`src/design/dpbp_pkg.sv`:
```
// Shared constants, register map and helpers for the depth pixel back-projection unit.
// No dependencies; imported by dpbp_axis, depth_pixel_backprojection_unit and its testbench.
package dpbp_pkg;

    localparam int COORD_BITS = 12;
    localparam int DEPTH_BITS = 16;

    localparam int CENTER_W = 16;
    localparam int RECIP_W  = 25;
    localparam int COLOR_W  = 8;
    localparam int COORD_W  = 32;
    localparam int Z_W      = 16;
    localparam int FRAC_W   = 28;
    localparam int SPLIT_W  = 24;

    localparam int N_STAGES = 5;

    localparam int P_W   = COORD_BITS + 4;
    localparam int MAG_W = (P_W > CENTER_W) ? P_W : CENTER_W;
    localparam int A_W   = MAG_W + DEPTH_BITS;
    localparam int AH_W  = (A_W > SPLIT_W) ? (A_W - SPLIT_W) : 1;
    localparam int AX_W  = SPLIT_W + AH_W;
    localparam int HI_W  = AH_W + RECIP_W;
    localparam int LO_W  = SPLIT_W + RECIP_W;
    localparam int PART_W = LO_W + 1;
    localparam int PC_W  = PART_W - FRAC_W;
    localparam int HS_W  = HI_W - 4;
    localparam int R_W   = ((HS_W > PC_W) ? HS_W : PC_W) + 1;
    localparam int CMP_W = (R_W > COORD_W + 1) ? R_W : COORD_W + 1;
    localparam int ZC_W  = (DEPTH_BITS > Z_W) ? DEPTH_BITS : Z_W;

    localparam logic [CMP_W-1:0] SAT_POS = CMP_W'(64'h7FFF_FFFF);
    localparam logic [CMP_W-1:0] SAT_NEG = CMP_W'(64'h8000_0000);

    localparam int ADDR_W = 4;
    localparam int DATA_W = 32;

    localparam logic [1:0] REG_CENTER_X = 2'd0;
    localparam logic [1:0] REG_CENTER_Y = 2'd1;
    localparam logic [1:0] REG_RECIP_X  = 2'd2;
    localparam logic [1:0] REG_RECIP_Y  = 2'd3;

    localparam logic [CENTER_W-1:0] RST_CENTER_X = CENTER_W'(3902);
    localparam logic [CENTER_W-1:0] RST_CENTER_Y = CENTER_W'(2207);
    localparam logic [RECIP_W-1:0]  RST_RECIP_X  = RECIP_W'(46602);
    localparam logic [RECIP_W-1:0]  RST_RECIP_Y  = RECIP_W'(46602);

    typedef struct packed {
        logic               pv;
        logic [Z_W-1:0]     z;
        logic [COLOR_W-1:0] red;
        logic [COLOR_W-1:0] green;
        logic [COLOR_W-1:0] blue;
    } t_side;

    function automatic logic [Z_W-1:0] sat_depth(input logic [DEPTH_BITS-1:0] d);
        logic [ZC_W-1:0] dz;
        dz = ZC_W'(d);
        if (dz > ZC_W'({Z_W{1'b1}})) begin
            return {Z_W{1'b1}};
        end
        return dz[Z_W-1:0];
    endfunction

endpackage

```
`src/design/dpbp_axis.sv`:
```
// One back-projection axis: offset, depth product, split reciprocal product,
// rounding and saturation over five register stages. Depends on dpbp_pkg.
module dpbp_axis (
    input  logic                            i_clk,
    input  logic [dpbp_pkg::N_STAGES-1:0]   i_en,
    input  logic [dpbp_pkg::COORD_BITS-1:0] i_pix,
    input  logic [dpbp_pkg::DEPTH_BITS-1:0] i_depth,
    input  logic [dpbp_pkg::CENTER_W-1:0]   i_center,
    input  logic [dpbp_pkg::RECIP_W-1:0]    i_recip,
    output logic [dpbp_pkg::COORD_W-1:0]    o_coord
);
    import dpbp_pkg::*;

    logic [MAG_W-1:0]      w_p;
    logic [MAG_W-1:0]      w_c;
    logic                  w_neg;
    logic [AX_W-1:0]       w_ax;
    logic [PART_W-1:0]     w_part;
    logic [R_W-1:0]        w_r;
    logic [CMP_W-1:0]      w_rc;
    logic [CMP_W-1:0]      w_lim;
    logic [COORD_W-1:0]    w_rs;

    logic [MAG_W-1:0]      r_mag0;
    logic [DEPTH_BITS-1:0] r_depth0;
    logic [A_W-1:0]        r_a1;
    logic [HI_W-1:0]       r_hi2;
    logic [LO_W-1:0]       r_lo2;
    logic [HS_W-1:0]       r_hs3;
    logic [PC_W-1:0]       r_pc3;
    logic [COORD_W-1:0]    r_coord4;
    logic [N_STAGES-2:0]   r_neg;

    assign w_p   = MAG_W'({i_pix, 4'b0000});
    assign w_c   = MAG_W'(i_center);
    assign w_neg = w_p < w_c;
    assign w_ax  = AX_W'(r_a1);

    assign w_part = PART_W'(r_lo2) + (PART_W'(r_hi2[3:0]) << SPLIT_W)
                  + (PART_W'(1) << (FRAC_W - 1));

    assign w_r   = R_W'(r_hs3) + R_W'(r_pc3);
    assign w_rc  = CMP_W'(w_r);
    assign w_lim = r_neg[3] ? SAT_NEG : SAT_POS;
    assign w_rs  = (w_rc > w_lim) ? w_lim[COORD_W-1:0] : w_rc[COORD_W-1:0];

    always_ff @(posedge i_clk) begin
        if (i_en[0]) begin
            r_neg[0] <= w_neg;
            r_mag0   <= w_neg ? (w_c - w_p) : (w_p - w_c);
            r_depth0 <= i_depth;
        end
        if (i_en[1]) begin
            r_neg[1] <= r_neg[0];
            r_a1     <= A_W'(r_mag0) * A_W'(r_depth0);
        end
        if (i_en[2]) begin
            r_neg[2] <= r_neg[1];
            r_hi2    <= HI_W'(w_ax[AX_W-1:SPLIT_W]) * HI_W'(i_recip);
            r_lo2    <= LO_W'(w_ax[SPLIT_W-1:0]) * LO_W'(i_recip);
        end
        if (i_en[3]) begin
            r_neg[3] <= r_neg[2];
            r_hs3    <= r_hi2[HI_W-1:4];
            r_pc3    <= w_part[PART_W-1:FRAC_W];
        end
        if (i_en[4]) begin
            r_coord4 <= r_neg[3] ? (COORD_W'(0) - w_rs) : w_rs;
        end
    end

    assign o_coord = r_coord4;

endmodule

```
`config.mk`:
```
export PLATFORM = sky130hd
export DESIGN_NAME = dpbp_axis
export DESIGN_NICKNAME = d
export VERILOG_FILES = /design/src/design/dpbp_pkg.sv /design/src/design/dpbp_axis.sv
export SDC_FILE = /design/constraint.sdc
export NUM_CORES = 2
export LEC_CHECK = 0
export BUFFER_PORTS_ARGS = -buffer_cell sky130_fd_sc_hd__clkbuf_2
export CORE_MARGIN = 5
export CORE_UTILIZATION = 60
export DETAILED_ROUTE_END_ITERATION = 10
export HOLD_SLACK_MARGIN = 0.1
export PLACE_DENSITY_LB_ADDON = 0.1
export SYNTH_ARGS = -nofsm -noshare
export SYNTH_HDL_FRONTEND = slang
export SYNTH_SLANG_ARGS = --single-unit
```
`constraint.sdc`:
```
create_clock -name i_clk -period 10.5 [get_ports i_clk]
set_input_delay 2.1 -clock i_clk [delete_from_list [all_inputs] [get_ports i_clk]]
set_output_delay 2.1 -clock i_clk [all_outputs]
set_load 0.005 [all_outputs]
```
* Word level (Yosys, flattened, before mapping)
Cells that the tools add are included.
Operators by class: muxes and demuxes 4, eq/ne operators 0, shifts and indexed selects 0, multiply operators 3, add/subtract/negate cells 6, bitwise gates (word level) 0, reduce and logical (&&, ||, !) cells 0, magnitude comparators 2, divide/modulo/power cells 0
Operator list (count):
- $mux 32 | 3
- $add 49x28->50 | 1
- $add 50x28->50 const B | 1
- $mul 24x25->49 | 1
- $mul 8x25->33 | 1
- $gt 30x32->1 | 1
- $mul 16x16->32 | 1
- $sub 1x32->32 const A | 1
- $sub 16x16->16 | 2
- $add 29x22->30 | 1
- $lt 16x16->1 | 1
- $mux 16 | 1
Word-level totals: register bits after elaboration 233, bits in read-only memories 0, latch bits 0, output and inout port bits 32, input bits 75, RAM bits 0, memories 0

* Longest topological paths before layout
word-level depth 5, mapped depth 27, mapped depth without buffers 25

* Worst setup path before layout
No wires, ideal clock.
path kind input port to flip-flop, from in i_recip[19] (netlist bit), to reg r_lo2[47], data pin, required time 10236 ps, arrival time 8297 ps, slack 1940 ps, stages on the path 22, setup time 264 ps, cells stage by stage clkbuf_1 nand2_1 fa_1 fa_1 inv_1 fa_1 fa_1 fa_1 fa_1 inv_1 fa_1 inv_1 ha_1 a21o_1 a21o_1 a221oi_1 o21ai_0 o311ai_1 a211o_1 o21ai_0 a221oi_1 xnor2_1
Between the ends: longest elaborated chain between the ends 1
Ends and longest elaborated chain:
- start: declaration | line dpbp_axis.sv:9 | input logic [dpbp_pkg::RECIP_W-1:0] i_recip,
- $mul 24x25->49 | line dpbp_axis.sv:60 | r_lo2 <= LO_W'(w_ax[SPLIT_W-1:0]) * LO_W'(i_recip);
- end signal: assignment | line dpbp_axis.sv:60
- end: declaration | line dpbp_axis.sv:28 | logic [LO_W-1:0] r_lo2;
Every way passes these cells. A chain may end at the register's enable or synchronous reset.

* Worst setup path in the final report
from in i_recip[12] (netlist bit), to reg r_lo2[47], data pin
Same word-level chain as after synthesis.

==> reports/results.ini <==
[outcome]
status=completed

[logic_synthesis]
synthArstFlopShare_pct=0
avgSynthCellArea_um2=9.50
synth_cell_type_count=72
yosysSeqAreaShare_pct=14.5
ys_seq_elements=209
synthCells=4549
synth_edf_count=209
yosysWarnings=0
synth_nets=5841
ys.flop_type=edfxtp_1
synth_area_mm2=0.0432

[worst_setup_path]
r2r_start=r_a1[4]
cpPeakStageDelay_ns=0.69
reg2reg_slack_ns=2.10
cp_slowest_cell=clkbuf_2
rr_worst_depth=26
critical_path_required_ns=10.82
cp_max_fo=32
timing.rr.end=r_lo2[47]
worstSetupPathType=in2reg
end_kind=flip-flop
cp-start-kind=input port
cp.buffers_inverters=9
arrival_ns=9.71
cp_top_family=adder cells

[clock_tree]
cts_num_sinks=209
clkLatencyLatePin_ns=0.58
cts_tree=done
cts_buffer_depth=3
cts_max_level=1
hold_buffers=0
cts-resized-gates=0
clk_root_buffer_cell=clkbuf_16
post-cts-setup-buffer-count=0
cts_buffers=27
clkTransAtPathRegs_ns=0.06

[global_route]
grt_max_degree=60
antenna_found_initial=6
grt_first_pass_wirelength_um=170000
grt_overflow=0
grt_usage_pct=27.1
grt_pass1_vias=32400

[floorplanning]
initial_core_util_pct=60.5
dieArea_mm2=0.0775
die_w_um=278
ioPinCount=107
num_rows=98
coreArea_mm2=0.0715
die_h_um=278

[detailed_routing]
via_count=30400
dr.pass1.iters=5
drt_iter0_markers=1898
wl_per_cell_um=18.6
drc_errors=0
wirelength_um=103000
drtAntennaViolNets=0
via_per_inst=5.54

[layout]
mostFrequentLayoutCell=inv_1
final_cell_mix=inv_1, fa_1, nand2_1
num-nets-final=5817
final_layout_size_suffix_gt1_share_pct=4.77
syn2layout_area_growth_pct=5.09
layout.cells.non_filler=5499

[worst_hold_path]
holdPathEnd=r_hs3[26]
holdPathStages=0
min_from=r_hi2[30]
min_path_type=reg2reg

[sta]
rsz0062_at_grt=no
fin_setup_tns_ns=0
fmax_mhz=107
worstMarginPinSlew_ns=1.31
final-hold-violation-count=0
worst_slack_ns=1.12
fin_worst_skew_ns=0.0168
finalCritPeriodShare_pct=89.4
min_period_ns=9.38
setup_viol=0
timing.slew.headroom_pct=12.6
maxSlewViolCount=0

[placed_design]
dp_worst_setup_slack_ns=0.649
io_buffer_count=106
gp_congestion=0.890
dp_cells=5446
place_hpwl_um=80800

[job]
maxCapViolCount=0

[worst reg2reg max path: cells and delay by family (launching register included)]
kind	cells	cell delay [ns]
fa+ha+maj	8	3.88
compound gates	8	2.13
flops	1	1.22
buf+inv	8	0.63
simple gates	1	0.20
xor+xnor	1	0.10
[area by class of cell]
class,instances,area (um^2)
tap,950,1190
inverter,953,3580
multi-input combinational,3186,32600
clock buffer,29,683
clock inverter,21,244
timing repair buffer,148,846
fill,6063,26100
sequential,209,6280
antenna,3,7.51
[sequential cells by signal, summed over array words and instances, names as in the netlist]
register  count
r_hs3        29
r_depth0     16
r_a1         32
r_hi2        33
r_neg         4
r_mag0       16
r_lo2        25
r_pc3        22
o_coord      32
[synth_stat cells, types with 9 or more instances]
cell type,n,area [um^2]
o21bai_1,12,90.1
a211oi_1,21,158
a31o_2,9,78.8
xor2_1,49,429
fa_1,837,16800
and2_1,489,3060
a21oi_1,98,490
o211ai_1,13,97.6
inv_1,952,3570
a31oi_1,13,81.3
ha_1,380,4750
nand2_1,656,2460
clkbuf_1,194,728
edfxtp_1,209,6280
nand3_1,22,110
nor3_1,27,135
and3_1,16,100
nor2_1,91,342
nand2b_1,17,106
o21a_1,22,165
nand4_1,20,125
xnor2_1,112,981
o21ai_0,74,370
a21o_1,57,428
nor2b_1,18,113
[worst max-delay path by stage]
| stage | slack, ns | cells past startpoint | start | to |
|---|---|---|---|---|
| after floorplan | 1.94 | 22 | i_recip[19] | r_lo2[47] |
| after global placement | 0.63 | 27 | i_recip[12] | r_lo2[47] |
| after detailed placement | 0.65 | 27 | i_recip[12] | r_lo2[47] |
| after CTS | 1.22 | 27 | i_recip[12] | r_lo2[47] |
| after global routing | 0.84 | 27 | i_recip[12] | r_lo2[47] |
| final | 1.12 | 27 | i_recip[12] | r_lo2[47] |
[kinds of logic after synthesis]
group	Yosys count	share of synthesized area, %
AOI/OAI and AO/OA	397	6.14
xor gates and xnor gates	161	3.26
buffers and inverters	1154	10.1
DFF	209	14.5
and+or+nand+nor	1404	16.1
adders and majority gates	1217	49.8
muxes	7	0.165
[per-stage QoR]
stage               hold WS [ns]  instance area (um^2)  utilization [%]
finish                     0.416                 45400             63.5
global route               0.415                 45400             63.5
CTS                        0.414                 45400             63.5
detailed placement         0.405                 44500             62.2
global placement           0.402                 44500             62.2
floorplan                  0.400                 43200                -
[layer usage]
layer	global-route usage, %	vias up	wire (um)
met4	4.83	8	1860
li1	-	13900	-
met3	4.29	132	6700
met1	37.4	15500	43000
met5	0	-	54
met2	46.4	909	50900
Power is left out: the tool's default activity adds up to more than one toggle a clock period on the data nets, which glitch-free logic cannot reach.
